File: src/rtl/day_length_from_month_latitude_top_macros.svh
// Assertion macros for the day length block.
`ifndef DAY_LENGTH_FROM_MONTH_LATITUDE_TOP_MACROS_SVH
`define DAY_LENGTH_FROM_MONTH_LATITUDE_TOP_MACROS_SVH
`ifndef SYNTH
`define DL_ASSERT_IMP(label, clk, rst_n, a, c) \
    label: assert property (@(posedge clk) disable iff (!rst_n) (a) |-> (c)) \
        else $error("assertion failed");
`define DL_ASSERT_NEXT(label, clk, rst_n, a, c) \
    label: assert property (@(posedge clk) disable iff (!rst_n) (a) |=> (c)) \
        else $error("assertion failed");
`else
`define DL_ASSERT_IMP(label, clk, rst_n, a, c)
`define DL_ASSERT_NEXT(label, clk, rst_n, a, c)
`endif
`endif

File: src/rtl/dlml_pkg.sv
package dlml_pkg;
    localparam int Steps = 16;
    localparam int LatLimit = 9000;
    localparam int Depth = 53;

    // Rotation stage values: x and y stay within about 27000 in magnitude.
    typedef logic signed [17:0] rot_t;
    typedef logic signed [18:0] ang_t;
    typedef logic signed [37:0] sq_t;
    typedef logic signed [22:0] vec_t;

    function automatic logic [14:0] atan_step(input logic [4:0] i);
        logic [14:0] v;
        case (i)
            5'd0: v = 15'd16384;
            5'd1: v = 15'd9672;
            5'd2: v = 15'd5110;
            5'd3: v = 15'd2594;
            5'd4: v = 15'd1302;
            5'd5: v = 15'd652;
            5'd6: v = 15'd326;
            5'd7: v = 15'd163;
            5'd8: v = 15'd81;
            5'd9: v = 15'd41;
            5'd10: v = 15'd20;
            5'd11: v = 15'd10;
            5'd12: v = 15'd5;
            5'd13: v = 15'd3;
            default: v = 15'd1;
        endcase
        return v;
    endfunction

    function automatic logic signed [14:0] decl(input logic [3:0] m);
        logic signed [14:0] v;
        case (m)
            4'd0: v = -15'sd6351;
            4'd1: v = -15'sd4600;
            4'd2: v = -15'sd1789;
            4'd3: v = 15'sd1679;
            4'd4: v = 15'sd4600;
            4'd5: v = 15'sd6351;
            4'd6: v = 15'sd6366;
            4'd7: v = 15'sd4640;
            4'd8: v = 15'sd1625;
            4'd9: v = -15'sd1734;
            4'd10: v = -15'sd4720;
            default: v = -15'sd6393;
        endcase
        return v;
    endfunction

    function automatic logic signed [14:0] tan_decl(input logic [3:0] m);
        logic signed [14:0] v;
        case (m)
            4'd0: v = -15'sd6690;
            4'd1: v = -15'sd4725;
            4'd2: v = -15'sd1796;
            4'd3: v = 15'sd1685;
            4'd4: v = 15'sd4725;
            4'd5: v = 15'sd6690;
            4'd6: v = 15'sd6707;
            4'd7: v = 15'sd4768;
            4'd8: v = 15'sd1630;
            4'd9: v = -15'sd1741;
            4'd10: v = -15'sd4855;
            default: v = -15'sd6739;
        endcase
        return v;
    endfunction
endpackage

File: src/rtl/dlml_vector.sv
// CORDIC vectoring over 16 stages, then clamp and hour scaling.
module dlml_vector
(
    input  logic             clk,
    input  logic             rst_n,
    input  logic             in_valid,
    input  dlml_pkg::vec_t   root,
    input  dlml_pkg::vec_t   q_val,
    output logic             out_valid,
    output logic [14:0]      day_length
);
    logic               v_reg [1:dlml_pkg::Steps+2];
    dlml_pkg::vec_t     x_reg [1:dlml_pkg::Steps+1];
    dlml_pkg::vec_t     y_reg [1:dlml_pkg::Steps+1];
    dlml_pkg::ang_t     z_reg [1:dlml_pkg::Steps+1];
    logic [14:0]        dl_reg;
    logic [16:0]        zc;
    logic [18:0]        dl_next;

    always_comb
    begin
        if (z_reg[dlml_pkg::Steps+1][18])
            zc = '0;
        else if (z_reg[dlml_pkg::Steps+1] > 19'sd65536)
            zc = 17'd65536;
        else
            zc = 17'(z_reg[dlml_pkg::Steps+1]);
        dl_next = ({2'b0, zc} * 19'd3 + 19'd4) >> 3;
    end

    always_ff @(posedge clk or negedge rst_n)
    begin
        if (!rst_n)
        begin
            for (int k = 1; k <= dlml_pkg::Steps+2; k++)
                v_reg[k] <= 1'b0;
        end
        else
        begin
            v_reg[1] <= in_valid;
            for (int k = 2; k <= dlml_pkg::Steps+2; k++)
                v_reg[k] <= v_reg[k-1];
        end
    end

    always_ff @(posedge clk)
    begin
        if (q_val[22])
        begin
            x_reg[1] <= root;
            y_reg[1] <= -q_val;
            z_reg[1] <= 19'sd32768;
        end
        else
        begin
            x_reg[1] <= q_val;
            y_reg[1] <= root;
            z_reg[1] <= '0;
        end
        for (int k = 1; k <= dlml_pkg::Steps; k++)
        begin
            if (y_reg[k] > 23'sd0)
            begin
                x_reg[k+1] <= x_reg[k] + (y_reg[k] >>> (k-1));
                y_reg[k+1] <= y_reg[k] - (x_reg[k] >>> (k-1));
                z_reg[k+1] <= z_reg[k] + 19'(dlml_pkg::atan_step(5'(k-1)));
            end
            else
            begin
                x_reg[k+1] <= x_reg[k] - (y_reg[k] >>> (k-1));
                y_reg[k+1] <= y_reg[k] + (x_reg[k] >>> (k-1));
                z_reg[k+1] <= z_reg[k] - 19'(dlml_pkg::atan_step(5'(k-1)));
            end
        end
        dl_reg <= dl_next[14:0];
    end

    assign out_valid  = v_reg[dlml_pkg::Steps+2];
    assign day_length = dl_reg;
endmodule

File: config.mk
export PLATFORM = sky130hd
export DESIGN_NAME = dlml_vector
export DESIGN_NICKNAME = d
export VERILOG_FILES = /design/src/rtl/day_length_from_month_latitude_top_macros.svh /design/src/rtl/dlml_pkg.sv /design/src/rtl/dlml_vector.sv
export SDC_FILE = /design/constraint.sdc
export NUM_CORES = 2
export LEC_CHECK = 0
export BUFFER_PORTS_ARGS = -buffer_cell sky130_fd_sc_hd__buf_4
export CORE_MARGIN = 2
export CORE_UTILIZATION = 51
export DETAILED_ROUTE_END_ITERATION = 10
export PLACE_DENSITY = 0.74
export SLEW_MARGIN = 10
export SYNTH_ARGS = -nofsm -noshare
export SYNTH_HDL_FRONTEND = slang
export SYNTH_SLANG_ARGS = --single-unit
File: constraint.sdc
create_clock -name clk -period 12 [get_ports clk]
set_input_delay 2.4 -clock clk [delete_from_list [all_inputs] [get_ports clk]]
set_output_delay 2.4 -clock clk [all_outputs]
set_load 0.005 [all_outputs]
==> metrics.md <==
| Metric | Value |
|---|---|
| Fin nets | `9684` |
| Tmin final | `just under 6 ns` |
| Core ar. | `around 0.14 mm2` |
| Slew margin rel. | `17.2%` |
| First-pass GRT wire length | `around 300000 um` |
| # diodes | `0` |
| Non-Filler Instances | `between 10000 and 15000` |
| Number of flip-flops under the largest register name | `about 370` |
| Worst skew pair latency | `~0.75 ns` |
| Number of global-route vias before repair | `59689` |
| RSZ-0062 raised after global routing | `no` |
| IO Port Bufs | `64` |
| Worst reg2reg path depth | `17` |
| Net Count, Synth | `around 9600` |
| Root Buffer | `clkbuf_16` |
| Post-synthesis sequential area ratio | `about 27%` |
| CTS tree | `built` |
| Worst path required time | `about 13 ns` |
| Crit. End Element | `flip-flop` |
| Die Ht | `around 380 um` |
| Post-DRT Antenna Nets | `0` |
| Distinct cells, synth | `100` |
| Drt wl/cell | `17.5 um` |
| Initial drt markers | `~4400` |
| GP Congestion | `0.946` |
| Area share of the largest cell type after synthesis | `26.5%` |
| Vias/cell | `about 6` |
| Hold path depth | `0` |
| Worst Path Max Fanout | `34` |
| Setup violators final | `0` |
| Crit path arrival time | `6.55 ns` |
| Status | `finished, final reports clean` |
| Area Growth Syn to Fin | `8.66%` |
| Worst setup margin | `between 6 and 7 ns` |
| Post-Synthesis Cell Area | `~0.073 mm2` |
| Register bit total from synthesis | `985` |
| Initial Util | `around half` |
| Hold-fix buffers, CTS | `0` |
| EDFF count, synth | `0` |
| Fin. Hold Viols | `0` |
| Dpl cells | `between 10000 and 15000` |
| Row cnt | `roughly 140` |
| Max Buffers Root-to-Sink | `3` |
| Async SR Flop Fraction | `approximately 1.8%` |
| CTS clk-pin slew, worst paths | `around 0.060 ns` |
| Synthesized instance count | `approximately 8600` |
| FMAX | `170 MHz` |
| Max-cap violations | `0` |
| Skew final | `around 0.063 ns` |
| Most numerous cell in the Yosys netlist | `dfxtp_1` |
| Tightest Hold Check Type | `flip-flop to flip-flop` |
| Die footprint | `0.146 mm2` |
| Post-synth top area cell | `dfxtp_1` |
| Synth Warn # | `0` |
| Top post-synthesis cells by area | `dfxtp_1 (27%), ha_1 (16%), xnor2_1 (9.8%), a21oi_1 (4.8%), xor2_1 (3.8%)` |
| Worst Setup Start Kind | `flip-flop` |
| Final HPWL DP | `roughly 150000 um` |
| Layout cells sized above 1 | `around 5%` |
| Tot GR Track Use | `between 20% and 30%` |
| I/O pin cnt | `65` |
| Router iterations before antenna repair | `6` |
| Vias | `~63000` |
| Setup WS pre-CTS | `approximately 6.2 ns` |
| Slew of the pin with the lowest slew margin | `1.23 ns` |
| Antenna violations before repair | `1` |
| Syn_area_per_cell | `8.50 um2` |
| Final Max Tran Viols | `0` |
| Fin crit share | `~49%` |
| Routed wire length | `between 150000 and 200000 um` |
| Critical path class | `flip-flop to flip-flop` |
| DR DRC count | `0` |
| Setup bufs post-CTS | `0` |
| GR Overflow Total | `0` |
| Fin util | `between 50% and 60%` |
| Setup TNS | `0 ns` |
| Largest net degree at the start of global routing | `60` |
| Clk sinks | `between 900 and 1000` |
| CTS Buf Count | `approximately 110` |
| Top cells by count, synth | `dfxtp_1 (967), ha_1 (948), xnor2_1 (816), nor2_1 (713), a21oi_1 (696)` |
| Top FF cell, synth | `dfxtp_1` |
| Die W | `around 380 um` |
| H-tree levels | `3` |
| Resized cells post-CTS | `0` |
==> path summary, 6_finish.rpt <==
kind                                  startpoint                    end  slack [ns]
min                           v_reg[7]$_DFF_PN0_     v_reg[6]$_DFF_PN0_        0.33
max                        y_reg[0][103]$_DFF_P_  y_reg[0][136]$_DFF_P_        6.10
max in group asynchronous                  rst_n    v_reg[14]$_DFF_PN0_       10.28
min reg2reg                   v_reg[7]$_DFF_PN0_     v_reg[6]$_DFF_PN0_        0.33
min in group asynchronous                  rst_n     v_reg[6]$_DFF_PN0_        1.53
max reg2reg                y_reg[0][103]$_DFF_P_  y_reg[0][136]$_DFF_P_        6.10
==> metal layers <==
layer | vias to the layer above | share of wire [%] | GRT usage (%)
met4 | 0 | 2.6 | 6.88
met2 | 1581 | 47 | 42.5
met3 | 301 | 4.9 | 2.91
met5 | - | 0 | 0
li1 | 31184 | - | -
met1 | 29596 | 46 | 32.6
==> layout make-up <==
| type | count | area (um2) |
|---|---|---|
| inverters | 441 | 1660 |
| clock inverters | 68 | 808 |
| fillers | 12730 | 62500 |
| repair buffers | 85 | 638 |
| well taps | 1890 | 2360 |
| multi-input cells | 7021 | 51000 |
| clock buffers | 132 | 3000 |
| flip-flops and latches | 985 | 19800 |
==> per-stage QoR <==
stage,cell area (um2),hold WS (ns)
finish,79200,0.334
global route,79200,0.356
CTS,79200,0.341
detailed placement,75400,0.335
global placement,75400,0.332
floorplan,72900,0.310
==> placed cells by master (no fill, tap or decap), types with 45 or more instances in the layout <==
| master | count |
|---|---|
| nor2_1 | 712 |
| a211oi_1 | 79 |
| nor3_1 | 272 |
| nand2_1 | 538 |
| ha_1 | 948 |
| or3_1 | 99 |
| o21bai_1 | 93 |
| nor2b_1 | 113 |
| buf_4 | 85 |
| a21o_1 | 297 |
| o31ai_1 | 105 |
| mux2_2 | 53 |
| nor4_1 | 76 |
| o211ai_1 | 70 |
| xnor2_1 | 816 |
| dfxtp_1 | 967 |
| o21a_1 | 97 |
| a21oi_1 | 694 |
| nand4_1 | 67 |
| xor2_1 | 315 |
| nand2b_1 | 82 |
| o41ai_1 | 46 |
| o21ai_0 | 437 |
| a31oi_1 | 82 |
| clkbuf_16 | 111 |
| and2_1 | 57 |
| and3_1 | 64 |
| nand3_1 | 170 |
| inv_1 | 433 |
| fa_1 | 45 |
==> kinds of logic (layout without fill, tap and decap cells) <==
kind of cell,Yosys count,count (layout),share of synthesized area [%]
simple gates,2441,2441,16.4
compound gates,2376,2376,21.2
xor+xnor,1132,1132,13.6
fa+ha+maj,993,993,17.5
flops,985,985,27.2
buf+inv,572,726,3.00
mux,79,79,1.18
==> worst max-delay path: stages, from the launching register on <==
cell,delay (ns)
dfxtp_1,0.37
or4_1,0.52
nor4_1,0.59
nand2_1,0.27
nor2_1,0.26
a21oi_2,0.08
buf_4,0.28
inv_1,0.68
a21oi_1,0.11
xor2_1,0.18
ha_1,0.34
or3_1,0.37
o2111ai_1,0.17
o22ai_1,0.23
o41a_1,0.46
a311o_1,0.41
a311oi_1,0.33
xnor2_1,0.15
Power is not shown: default switching activity piles up to over one toggle a cycle in this logic, so the estimate is an artifact.
