[config.mk]
export PLATFORM = sky130hd
export DESIGN_NAME = dlml_sqrt
export DESIGN_NICKNAME = d
export VERILOG_FILES = /design/src/rtl/day_length_from_month_latitude_top_macros.svh /design/src/rtl/dlml_pkg.sv /design/src/rtl/dlml_sqrt.sv
export SDC_FILE = /design/constraint.sdc
export NUM_CORES = 2
export LEC_CHECK = 0
export BUFFER_PORTS_ARGS = -buffer_cell sky130_fd_sc_hd__buf_2
export CAP_MARGIN = 15
export CORE_ASPECT_RATIO = 1.2
export CORE_MARGIN = 2
export CORE_UTILIZATION = 35
export CTS_CLUSTER_DIAMETER = 40
export DETAILED_ROUTE_END_ITERATION = 8
export SLEW_MARGIN = 0
export SYNTH_ARGS = -nofsm -noshare
export SYNTH_HDL_FRONTEND = slang
export SYNTH_SLANG_ARGS = --single-unit
[constraint.sdc]
create_clock -name clk -period 8.83 [get_ports clk]
set_input_delay 1.3245 -clock clk [delete_from_list [all_inputs] [get_ports clk]]
set_output_delay 1.3245 -clock clk [all_outputs]
set_load 0.02 [all_outputs]
[src/rtl/day_length_from_month_latitude_top_macros.svh]
// Assertion macros for the day length block.
`ifndef DAY_LENGTH_FROM_MONTH_LATITUDE_TOP_MACROS_SVH
`define DAY_LENGTH_FROM_MONTH_LATITUDE_TOP_MACROS_SVH
`ifndef SYNTH
`define DL_ASSERT_IMP(label, clk, rst_n, a, c) \
    label: assert property (@(posedge clk) disable iff (!rst_n) (a) |-> (c)) \
        else $error("assertion failed");
`define DL_ASSERT_NEXT(label, clk, rst_n, a, c) \
    label: assert property (@(posedge clk) disable iff (!rst_n) (a) |=> (c)) \
        else $error("assertion failed");
`else
`define DL_ASSERT_IMP(label, clk, rst_n, a, c)
`define DL_ASSERT_NEXT(label, clk, rst_n, a, c)
`endif
`endif

[src/rtl/dlml_pkg.sv]
package dlml_pkg;
    localparam int Steps = 16;
    localparam int LatLimit = 9000;
    localparam int Depth = 53;

    // Rotation stage values: x and y stay within about 27000 in magnitude.
    typedef logic signed [17:0] rot_t;
    typedef logic signed [18:0] ang_t;
    typedef logic signed [37:0] sq_t;
    typedef logic signed [22:0] vec_t;

    function automatic logic [14:0] atan_step(input logic [4:0] i);
        logic [14:0] v;
        case (i)
            5'd0: v = 15'd16384;
            5'd1: v = 15'd9672;
            5'd2: v = 15'd5110;
            5'd3: v = 15'd2594;
            5'd4: v = 15'd1302;
            5'd5: v = 15'd652;
            5'd6: v = 15'd326;
            5'd7: v = 15'd163;
            5'd8: v = 15'd81;
            5'd9: v = 15'd41;
            5'd10: v = 15'd20;
            5'd11: v = 15'd10;
            5'd12: v = 15'd5;
            5'd13: v = 15'd3;
            default: v = 15'd1;
        endcase
        return v;
    endfunction

    function automatic logic signed [14:0] decl(input logic [3:0] m);
        logic signed [14:0] v;
        case (m)
            4'd0: v = -15'sd6351;
            4'd1: v = -15'sd4600;
            4'd2: v = -15'sd1789;
            4'd3: v = 15'sd1679;
            4'd4: v = 15'sd4600;
            4'd5: v = 15'sd6351;
            4'd6: v = 15'sd6366;
            4'd7: v = 15'sd4640;
            4'd8: v = 15'sd1625;
            4'd9: v = -15'sd1734;
            4'd10: v = -15'sd4720;
            default: v = -15'sd6393;
        endcase
        return v;
    endfunction

    function automatic logic signed [14:0] tan_decl(input logic [3:0] m);
        logic signed [14:0] v;
        case (m)
            4'd0: v = -15'sd6690;
            4'd1: v = -15'sd4725;
            4'd2: v = -15'sd1796;
            4'd3: v = 15'sd1685;
            4'd4: v = 15'sd4725;
            4'd5: v = 15'sd6690;
            4'd6: v = 15'sd6707;
            4'd7: v = 15'sd4768;
            4'd8: v = 15'sd1630;
            4'd9: v = -15'sd1741;
            4'd10: v = -15'sd4855;
            default: v = -15'sd6739;
        endcase
        return v;
    endfunction
endpackage

[src/rtl/dlml_sqrt.sv]
// Products, radicand, then a one-bit-per-stage restoring square root.
module dlml_sqrt
(
    input  logic             clk,
    input  logic             rst_n,
    input  logic             in_valid,
    input  logic [3:0]       midx,
    input  dlml_pkg::rot_t   cos_val,
    input  dlml_pkg::rot_t   sin_val,
    output logic             out_valid,
    output dlml_pkg::vec_t   root,
    output dlml_pkg::vec_t   q_val
);
    localparam int Bits = 15;
    logic                  v_reg [0:Bits+1];
    dlml_pkg::vec_t        q_reg [0:Bits+1];
    dlml_pkg::rot_t        u_reg;
    dlml_pkg::rot_t        c_reg;
    logic [31:0]           rem_reg [1:Bits+1];
    logic [15:0]           res_reg [1:Bits+1];
    logic signed [32:0]    pu;
    logic signed [32:0]    pq;
    logic signed [36:0]    rad_next;

    always_comb
    begin
        pu = 33'(sin_val) * 33'(dlml_pkg::decl(midx)) + 33'sd8192;
        pq = 33'(sin_val) * 33'(dlml_pkg::tan_decl(midx)) + 33'sd8192;
        rad_next = 37'(c_reg) * 37'(c_reg) - 37'(u_reg) * 37'(u_reg);
    end

    always_ff @(posedge clk or negedge rst_n)
    begin
        if (!rst_n)
        begin
            for (int k = 0; k <= Bits+1; k++)
                v_reg[k] <= 1'b0;
        end
        else
        begin
            v_reg[0] <= in_valid;
            for (int k = 1; k <= Bits+1; k++)
                v_reg[k] <= v_reg[k-1];
        end
    end

    always_ff @(posedge clk)
    begin
        u_reg    <= 18'(pu >>> 14);
        c_reg    <= cos_val;
        q_reg[0] <= -23'(pq >>> 14);
        q_reg[1] <= q_reg[0];
        rem_reg[1] <= rad_next[36] ? 32'd0 : 32'(rad_next);
        res_reg[1] <= '0;
        for (int k = 1; k <= Bits; k++)
        begin
            logic [31:0] trial;
            logic [31:0] bitv;
            bitv  = 32'd1 << (2*(Bits-k));
            q_reg[k+1] <= q_reg[k];
            // Trial subtract of (2*res + 2^n) * 2^n from the remainder.
            trial = ({16'd0, res_reg[k]} << (Bits-k+1)) + bitv;
            if (rem_reg[k] >= trial)
            begin
                rem_reg[k+1] <= rem_reg[k] - trial;
                res_reg[k+1] <= res_reg[k] | 16'(32'd1 << (Bits-k));
            end
            else
            begin
                rem_reg[k+1] <= rem_reg[k];
                res_reg[k+1] <= res_reg[k];
            end
        end
    end

    assign out_valid = v_reg[Bits+1];
    assign root      = dlml_pkg::vec_t'(res_reg[Bits+1]);
    assign q_val     = q_reg[Bits+1];
endmodule

==> impl_metrics.py <==
metrics = {
    "finish": {
        "drive_above_1_share": 0.0820,
        "final_nets": 8960,
        "largest_reg_flops": 480,
        "postLayoutCoreUtil": 0.398,
        "area_growth_pct": 13.3,
    },
    "routing": {
        "viasPerCell": 4.52,
        "vias": 45300,
        "ant_nets": 0,
        "firstDrtPassIters": 7,
        "drc": 0,
        "drt_iter0_drc": 1765,
        "route.final.wire_length_mm": 152,
        "avgRoutedWirePerCell_um": 15.2,
    },
    "min_path": {
        "min_path_type": "flip-flop to flip-flop",
        "min_delay_path_depth": 0,
        "holdPathEnd": "q_reg[7][14]",
        "hold_start": "q_reg[6][14]",
    },
    "global_route": {
        "grt_overflow": 0,
        "grtUsageMet1": 0.170,
        "grt_busiest_layer": "met2",
        "grt_pass1_wl_mm": 256,
        "antenna_found_initial": 4,
        "grt_usage": 0.151,
        "gr-usage-met2": 0.292,
        "grt_pass1_vias": 50900,
        "grtUsageMet3": 0.0159,
        "grt_start_max_net_pins": 33,
    },
    "clock_tree": {
        "clockBufferDepth": 3,
        "cts_buffers": 120,
        "htree_num_levels": 3,
        "clock-sinks": 1044,
        "cts-root-buf": "clkbuf_16",
        "clkLatencyLatePin_ns": 0.76,
        "cts_tree": "built",
        "clkTransAtPathRegs_ns": 0.06,
        "post-cts-setup-buffer-count": 0,
    },
    "setup_path": {
        "rrSetupSlack_ns": 0.29,
        "crit_fanout": 32,
        "path_class": "flip-flop to flip-flop",
        "cp-start-kind": "flip-flop",
        "reg2reg_depth": 27,
        "r2r_start": "u_reg[1]",
        "timing.rr.end": "rem_reg[0][62]",
        "arrival_ns": 9.21,
        "end_kind": "flip-flop",
        "critical_path_required_ns": 9.50,
    },
    "synthesis": {
        "syn_avg_cell_area_um2": 10.3,
        "ys_seq_area_frac": 0.292,
        "synth_top_area_frac": 0.330,
        "syn_area_um2": 71800,
        "ys_types": 88,
        "ys.flop_type": "dfxtp_1",
        "synth_area_leaders": "fa_1, dfxtp_1, ha_1",
        "yosys_warnings": 0,
        "synth_top_cell_by_area": "fa_1",
        "syn_inst": 6943,
        "synthArstFlopShare": 0.0163,
        "synth-edff-count": 0,
        "ys_seq_elements": 1044,
    },
    "timing": {
        "max-slew-margin-rel": 0.276,
        "skew_ns": 0.0814,
        "hold_slack_ns": 0.271,
        "final_hold_viol_count": 0,
        "fin_crit_sh": 0.967,
        "fin_crit_ns": 8.54,
        "rsz0062_at_grt": "false",
        "tightest_slew_ns": 1.08,
        "setup_viol": 0,
        "drv_slew": 0,
        "fmax_ghz": 0.117,
    },
    "run": {
        "max_cap_violations": 0,
    },
    "floorplan": {
        "dieArea_um2": 209000,
        "die_h_um": 500,
        "fp-row-count": 182,
        "initial_core_util": 0.351,
        "die_x_um": 418,
        "ios": 90,
        "fp.coreArea_um2": 204000,
    },
    "placed_design": {
        "portBuffers": 81,
        "place.gp.congestion": 0.874,
        "dp_hpwl_mm": 129,
    },
    "run_status": {
        "outcome": "finished, final reports clean",
    },
}
how the worst max path moves through the flow:
stage,startpoint,end,slack [ns]
after detailed placement,midx[0],q_reg[0][14],-0.25
after global routing,u_reg[7],rem_reg[0][62],0.009
after floorplan,midx[3],q_reg[0][14],0.007
after global placement,midx[0],q_reg[0][14],-0.11
after CTS,u_reg[8],rem_reg[0][62],0.03
final,u_reg[1],rem_reg[0][62],0.29
synthesized netlist by cell type, types with 18 or more instances:
library cell     n
nor4_1          72
a21o_1          64
a21oi_1        156
o31ai_1         33
xnor2_1        183
nor4b_1         21
dfxtp_1       1027
xor2_1         114
nand4_1         39
nor2b_1         84
clkbuf_1       144
or3_1           20
nand2_1        703
o21a_1          43
and2_1         229
nand3_1         46
nor2_1         175
nor3_1          92
ha_1           491
o21ai_1         18
fa_1          1185
nand2b_1        76
inv_1         1533
o21ai_0        140
critical path: stages, from the launching register on:
cell and delay (ns):
dfxtp_1 0.74, nand2_1 0.23, fa_1 0.61, inv_1 0.07, fa_1 0.50, inv_1 0.05
fa_1 0.48, inv_1 0.06, fa_1 0.48, fa_1 0.60, fa_1 0.46, fa_1 0.51
inv_1 0.06, fa_1 0.50, ha_1 0.39, a21o_1 0.19, a21oi_1 0.18, o21bai_1 0.09
a31oi_1 0.19, buf_4 0.19, o22ai_1 0.11, o31ai_1 0.42, buf_4 0.20, nand2_1 0.07
a221o_1 0.38, xnor2_2 0.18, buf_12 0.20, o311a_1 0.29
timing repair:
| action | in CTS | in global routing |
|---|---|---|
| hold buffers | 0 | 0 |
| resized for setup | 0 | 9 |
| setup endpoints to repair | 0 | 35 |
cell usage in the layout, fill, tap and decap left out, drive strengths merged, types with 22 or more instances in the layout:
cell type  netlist  routed
fa            1185    1185
inv           1534    1545
nand4           39      39
dfxtp         1027    1027
clkbuf         144     157
o31ai           33      33
ha             491     491
nor4b           22      22
nand2b          78      78
nand3           46      46
xnor2          183     183
nor2           175     175
nand2          703     703
xor2           114     114
a21o            64      64
a21oi          156     156
buf             17     331
nor4            76      76
clkinv           1      38
o21a            43      43
nor3            92      92
nor2b           84      84
and2           229     229
o21ai          159     159
per-stage QoR:
stage | setup TNS [ns] | instance area [um^2] | cells | worst slack, ns
4_1_cts | 0 | 81300 | 10000 | 0.0307
6_report | 0 | 81400 | 10000 | 0.290
2_1_floorplan | 0 | 71900 | 6950 | 0.00686
3_3_place_gp | -0.270 | 76900 | 9787 | -0.112
5_1_grt | 0 | 81400 | 10000 | 0.00909
3_5_place_dp | -1.09 | 76900 | 9787 | -0.248
logic make-up after synthesis:
kind of cell | after synthesis | synth area share
buf+inv | 1697 | 0.0893
fa+ha+maj | 1676 | 0.416
simple gates | 1636 | 0.113
flops | 1044 | 0.292
compound gates | 573 | 0.0507
xor+xnor | 298 | 0.0365
mux | 18 | 0.00267
other cells | 1 | 0.0000522
cell type report:
class	count	area [um^2]
diodes	2	5.00
repair buffers	331	2380
clock inverters	66	1010
inverters	1535	5760
flip-flops and latches	1044	21000
multi-input cells	4209	44500
well taps	2668	3340
fillers	19900	123000
clock buffers	157	3390
layer usage:
metal | part of all wire | up-vias
li1 | - | 21700
met1 | 0.39 | 22600
met2 | 0.54 | 728
met3 | 0.030 | 264
met4 | 0.033 | 0
met5 | 0 | -
Power is left out: the tool's default activity adds up to more than one toggle a clock period on the data nets, which glitch-free logic cannot reach.
