==> src/rtl/day_length_from_month_latitude_top_macros.svh <==
// Assertion macros for the day length block.
`ifndef DAY_LENGTH_FROM_MONTH_LATITUDE_TOP_MACROS_SVH
`define DAY_LENGTH_FROM_MONTH_LATITUDE_TOP_MACROS_SVH
`ifndef SYNTH
`define DL_ASSERT_IMP(label, clk, rst_n, a, c) \
    label: assert property (@(posedge clk) disable iff (!rst_n) (a) |-> (c)) \
        else $error("assertion failed");
`define DL_ASSERT_NEXT(label, clk, rst_n, a, c) \
    label: assert property (@(posedge clk) disable iff (!rst_n) (a) |=> (c)) \
        else $error("assertion failed");
`else
`define DL_ASSERT_IMP(label, clk, rst_n, a, c)
`define DL_ASSERT_NEXT(label, clk, rst_n, a, c)
`endif
`endif

==> src/rtl/dlml_pkg.sv <==
package dlml_pkg;
    localparam int Steps = 16;
    localparam int LatLimit = 9000;
    localparam int Depth = 53;

    // Rotation stage values: x and y stay within about 27000 in magnitude.
    typedef logic signed [17:0] rot_t;
    typedef logic signed [18:0] ang_t;
    typedef logic signed [37:0] sq_t;
    typedef logic signed [22:0] vec_t;

    function automatic logic [14:0] atan_step(input logic [4:0] i);
        logic [14:0] v;
        case (i)
            5'd0: v = 15'd16384;
            5'd1: v = 15'd9672;
            5'd2: v = 15'd5110;
            5'd3: v = 15'd2594;
            5'd4: v = 15'd1302;
            5'd5: v = 15'd652;
            5'd6: v = 15'd326;
            5'd7: v = 15'd163;
            5'd8: v = 15'd81;
            5'd9: v = 15'd41;
            5'd10: v = 15'd20;
            5'd11: v = 15'd10;
            5'd12: v = 15'd5;
            5'd13: v = 15'd3;
            default: v = 15'd1;
        endcase
        return v;
    endfunction

    function automatic logic signed [14:0] decl(input logic [3:0] m);
        logic signed [14:0] v;
        case (m)
            4'd0: v = -15'sd6351;
            4'd1: v = -15'sd4600;
            4'd2: v = -15'sd1789;
            4'd3: v = 15'sd1679;
            4'd4: v = 15'sd4600;
            4'd5: v = 15'sd6351;
            4'd6: v = 15'sd6366;
            4'd7: v = 15'sd4640;
            4'd8: v = 15'sd1625;
            4'd9: v = -15'sd1734;
            4'd10: v = -15'sd4720;
            default: v = -15'sd6393;
        endcase
        return v;
    endfunction

    function automatic logic signed [14:0] tan_decl(input logic [3:0] m);
        logic signed [14:0] v;
        case (m)
            4'd0: v = -15'sd6690;
            4'd1: v = -15'sd4725;
            4'd2: v = -15'sd1796;
            4'd3: v = 15'sd1685;
            4'd4: v = 15'sd4725;
            4'd5: v = 15'sd6690;
            4'd6: v = 15'sd6707;
            4'd7: v = 15'sd4768;
            4'd8: v = 15'sd1630;
            4'd9: v = -15'sd1741;
            4'd10: v = -15'sd4855;
            default: v = -15'sd6739;
        endcase
        return v;
    endfunction
endpackage

==> src/rtl/dlml_rotate.sv <==
// Front end: input clamp, angle scaling, then 16 CORDIC rotation stages.
module dlml_rotate
(
    input  logic                 clk,
    input  logic                 rst_n,
    input  logic                 in_valid,
    input  logic [3:0]           month_number,
    input  logic signed [14:0]   latitude_centideg,
    output logic                 out_valid,
    output logic [3:0]           midx,
    output dlml_pkg::rot_t       cos_val,
    output dlml_pkg::rot_t       sin_val
);
    logic                 v_reg [0:dlml_pkg::Steps+1];
    logic [3:0]           m_reg [0:dlml_pkg::Steps+1];
    logic                 s_reg [0:dlml_pkg::Steps+1];
    dlml_pkg::rot_t       x_reg [1:dlml_pkg::Steps+1];
    dlml_pkg::rot_t       y_reg [1:dlml_pkg::Steps+1];
    dlml_pkg::ang_t       z_reg [1:dlml_pkg::Steps+1];
    logic [13:0]          mag_reg;
    logic [29:0]          prod_next;
    logic signed [14:0]   lat_c;
    logic [3:0]           m_c;

    always_comb
    begin
        lat_c = latitude_centideg;
        if (latitude_centideg > 15'sd9000)
            lat_c = 15'sd9000;
        if (latitude_centideg < -15'sd9000)
            lat_c = -15'sd9000;
        m_c = month_number;
        if (month_number < 4'd1)
            m_c = 4'd1;
        if (month_number > 4'd12)
            m_c = 4'd12;
        // Divide by 18000 through a reciprocal: floor(p*488671835/2^43) is exact here.
        prod_next = {mag_reg, 16'd0} + 30'd9000;
    end

    always_ff @(posedge clk or negedge rst_n)
    begin
        if (!rst_n)
        begin
            for (int k = 0; k <= dlml_pkg::Steps+1; k++)
                v_reg[k] <= 1'b0;
        end
        else
        begin
            v_reg[0] <= in_valid;
            for (int k = 1; k <= dlml_pkg::Steps+1; k++)
                v_reg[k] <= v_reg[k-1];
        end
    end

    always_ff @(posedge clk)
    begin
        mag_reg  <= lat_c[14] ? 14'(-lat_c) : 14'(lat_c);
        s_reg[0] <= lat_c[14];
        m_reg[0] <= m_c - 4'd1;
        x_reg[1] <= 18'sd16384;
        y_reg[1] <= '0;
        z_reg[1] <= 19'(({29'd0, prod_next} * 59'd488671835) >> 43);
        s_reg[1] <= s_reg[0];
        m_reg[1] <= m_reg[0];
        for (int k = 1; k <= dlml_pkg::Steps; k++)
        begin
            s_reg[k+1] <= s_reg[k];
            m_reg[k+1] <= m_reg[k];
            if (!z_reg[k][18])
            begin
                x_reg[k+1] <= x_reg[k] - (y_reg[k] >>> (k-1));
                y_reg[k+1] <= y_reg[k] + (x_reg[k] >>> (k-1));
                z_reg[k+1] <= z_reg[k] - 19'(dlml_pkg::atan_step(5'(k-1)));
            end
            else
            begin
                x_reg[k+1] <= x_reg[k] + (y_reg[k] >>> (k-1));
                y_reg[k+1] <= y_reg[k] - (x_reg[k] >>> (k-1));
                z_reg[k+1] <= z_reg[k] + 19'(dlml_pkg::atan_step(5'(k-1)));
            end
        end
    end

    assign out_valid = v_reg[dlml_pkg::Steps+1];
    assign midx      = m_reg[dlml_pkg::Steps+1];
    assign cos_val   = x_reg[dlml_pkg::Steps+1];
    assign sin_val   = s_reg[dlml_pkg::Steps+1] ? -y_reg[dlml_pkg::Steps+1]
                                                 : y_reg[dlml_pkg::Steps+1];
endmodule

==> config.mk <==
export PLATFORM = sky130hd
export DESIGN_NAME = dlml_rotate
export DESIGN_NICKNAME = d
export VERILOG_FILES = /design/src/rtl/day_length_from_month_latitude_top_macros.svh /design/src/rtl/dlml_pkg.sv /design/src/rtl/dlml_rotate.sv
export SDC_FILE = /design/constraint.sdc
export NUM_CORES = 2
export LEC_CHECK = 0
export BUFFER_PORTS_ARGS = -buffer_cell sky130_fd_sc_hd__buf_2
export CORE_MARGIN = 4
export CORE_UTILIZATION = 55
export DETAILED_ROUTE_END_ITERATION = 8
export GPL_TIMING_DRIVEN = 1
export PLACE_DENSITY_LB_ADDON = 0.15
export SETUP_SLACK_MARGIN = 0.3
export SYNTH_ARGS = -nofsm -noshare
export SYNTH_HDL_FRONTEND = slang
export SYNTH_SLANG_ARGS = --single-unit
==> constraint.sdc <==
create_clock -name clk -period 9.05 [get_ports clk]
set_input_delay 0.905 -clock clk [delete_from_list [all_inputs] [get_ports clk]]
set_output_delay 0.905 -clock clk [all_outputs]
set_load 0.01 [all_outputs]
==> run summary <==
In this run, post-CTS repair resized a total of 0 instances. Setup repair after global routing left no endpoint under its margin. The post-synth net total is 7092. The share of the synthesized area in the top cell type came out at 0.299. The tools report the endpoint arrival time on the critical path as 8.03 ns. Cell type with the largest total area after synthesis: dfxtp_1. The count of nets left with antenna violations once routing finished came out at 0. TritonCTS built the clock tree. The required time at the worst-slack endpoint came out at 9.62 ns. 63 I/O pins were placed.

Routability-driven placement finished with a final weighted congestion of 0.884. The synthesized-area fraction occupied by xor and xnor cells works out to 0.114. Counting every sink on the clock net gives 857. The final layout contains routed wiring with a total length of 113 mm.

Total routing resource utilization after global routing: 0.210. Once layout is done, the placed cells without fillers occupy 61000 um2. The slew of the pin with the lowest slew margin works out to 0.960 ns.

The worst setup path is launched from a flop. The post-synthesis average cell area works out to 9.39 um2. The share of the synthesized area in compound gates (AO/OA/AOI/OAI) works out to 0.150.

The logs give 82 for the count of distinct cell types in the synthesized netlist and 0.307 for the sequential fraction of the synthesis area. In the final routed layout, each cell accounts on average for 15.1 um. The number of flops mapped to enable cells by yosys is 0. Critical path class: reg2reg. For the number of placed instances, taps included, the log shows 7343. In the layout the commonest cells are ha_1, dfxtp_1, xnor2_1, inv_1, a21oi_1. The logs give 0.66 ns for the clock latency at the later pin of the worst-skew pair and 0 for the total congestion overflow after global routing. The tools report the number of setup buffers added after CTS as 0.

The tools report the buffer type at the clock tree root as clkbuf_16. Entering global routing, the biggest net connects 42 pins. The tools report the cell area reported after detailed placement as 57900 um2. Clock tree synthesis inserted a total of 94 buffers. The tools report the critical path endpoint category as a flop. For this run, design rule violations remaining after detail routing come to 0.

Along the worst path, the maximum fanout reaches 12. The number of global-route vias before repair is 40000, and the first-pass GRT wire length is 190 mm. The detailed router placed 40800 vias in this run. The sum of net half-perimeters after detailed placement is 91.5 mm, and the multiplexer area fraction after synthesis is 0.00896. Leading register cell type out of synthesis: dfxtp_1. Dividing the detail-routed via count by the number of cells gives 5.43. The clock passes through at most 3 buffers. The run gives 0 as the final hold violation count.

The simple-gate share of the synthesized area was 0.118; the final net count was 7190. Across all hold checks on the routed design, the worst slack comes to 0.181 ns. The floorplan die area came out at 107000 um2. The chip height was 328 um. The part of the cycle the worst path needs was 0.824; the worst slew slack as a fraction of its limit was 0.359. The share of layout cells above drive strength 1 was 0.0480. The clock transition at the registers of the reported paths works out to 0.06 ns.

The area added between synthesis and finish came out at 8.61%. The number of cells in the finished layout apart from fillers was 7509; the H-tree depth was 3. The flow ran to the end, and the final reports show no timing, DRC or antenna violations. The library cell used most frequently in the layout, excluding fill and tap cells, is ha_1.

Combinational family with the most area after synthesis: adder cells. By area the synthesized netlist is led by dfxtp_1, ha_1, xnor2_1. The min-delay analysis places its worst path in the category in2async. The clock period minus final worst setup slack was 7.46 ns; the total count of max-transition violations in the final report was 0. The async set-or-reset flop fraction in the synthesized netlist is 0.0210, and the number of flip-flops in the largest register is 281.

The die is 328 um wide. The logs give 0 for the hold buffer count at CTS and 0 ns for the sum of negative setup slack. Max-cap violations in this run came to 0. During placement, the flow inserted port buffers numbering 62. The pre-antenna-repair detailed-routing pass consisted of 5 iterations. After floorplanning, the core was sized to cover 101000 um2. On the final layout, the worst clock skew is 0.0232 ns. The number of warning messages in the yosys log was 0; the final-report setup violation count was 0. The post-synthesis adder-cell area fraction is 0.263.

The number of antenna violations at the first check in global routing came out at 0. The instance count of the mapped netlist is 5984, and the floorplan row count is 116. The number of antenna repair diodes was 0; the maximum clock rate was 134 MHz. After synthesis the netlist holds a flip-flop and latch count of 857. The tools report the combined area of all synthesized cells as 56200 um2.

The first routing iteration left 1781 violations. The effective utilization at floorplan came out at 0.558.
metal layers:
metal	share of wire	GRT usage	vias to the layer above	routed length [um]
li1	-	-	21100	-
met1	0.45	0.254	18900	50500
met2	0.50	0.386	581	56300
met3	0.033	0.0280	190	3700
met4	0.025	0.0634	0	2850
met5	0	0	-	0
cells in the mapped netlist, types with 23 or more instances:
cell	count
ha_1	930
dfxtp_1	839
xnor2_1	536
inv_1	485
a21oi_1	477
nor2_1	428
o21ai_0	260
nand2_1	230
xor2_1	193
nor3_1	171
fa_1	156
a21o_1	147
nor2b_1	105
nand3_1	93
o21a_1	84
nand2b_1	77
a31oi_1	67
or3_1	61
and3_1	48
clkbuf_1	46
a211oi_1	45
o21bai_1	39
mux2i_1	30
and2_1	29
nand4_1	26
o31ai_1	24
a21boi_0	23
final cells by class:
cell class / instances / area [um2]
Clock buffer: 136 / 2760
Clock inverter: 30 / 345
Fill cell: 8693 / 39700
Inverter: 486 / 1820
Multi-Input combinational cell: 4567 / 36700
Sequential cell: 857 / 17200
Tap cell: 1357 / 1700
Timing Repair Buffer: 76 / 415
worst max-delay path, cell delays in order, from the launching register on:
cell and delay, ns:
dfxtp_1 0.80, ha_1 0.37, ha_1 0.30, inv_1 0.08, fa_1 0.44, fa_1 0.52
inv_1 0.05, fa_1 0.49, inv_1 0.05, fa_1 0.47, inv_1 0.05, fa_1 0.53
inv_1 0.05, fa_1 0.49, inv_1 0.04, ha_1 0.26, nand3_1 0.14, or3_1 0.41
nor4_1 0.33, a311oi_1 0.11, o31ai_1 0.44, a211oi_1 0.25, or4_1 0.58, o2111ai_1 0.11
stage by stage:
stage / worst slack, ns / utilization
detailed placement: 1.60 / 0.575
finish: 1.59 / 0.606
floorplan: 2.42 / -
global placement: 1.64 / 0.575
CTS: 1.56 / 0.606
global route: 1.14 / 0.606
final timing paths:
kind	start	to	slack [ns]	cells after the start
worst min register to register	m_reg[9][3]	m_reg[10][3]	0.32	0
min in group clk	m_reg[9][3]	m_reg[10][3]	0.32	0
worst min-delay path	rst_n	v_reg[13]	0.18	1
worst max register to register	mag_reg[7]	z_reg[0][32]	1.59	23
worst max-delay path	mag_reg[7]	z_reg[0][32]	1.59	23
max in group asynchronous	rst_n	v_reg[8]	8.59	1
kinds of logic after synthesis:
| group | Yosys count |
|---|---|
| AOI/OAI and AO/OA | 1340 |
| DFF | 857 |
| xor gates and xnor gates | 729 |
| buffers and inverters | 560 |
| adders and majority gates | 1086 |
| muxes | 48 |
| and+or+nand+nor | 1364 |
Power is left out: the tool's default activity adds up to more than one toggle a clock period on the data nets, which glitch-free logic cannot reach.
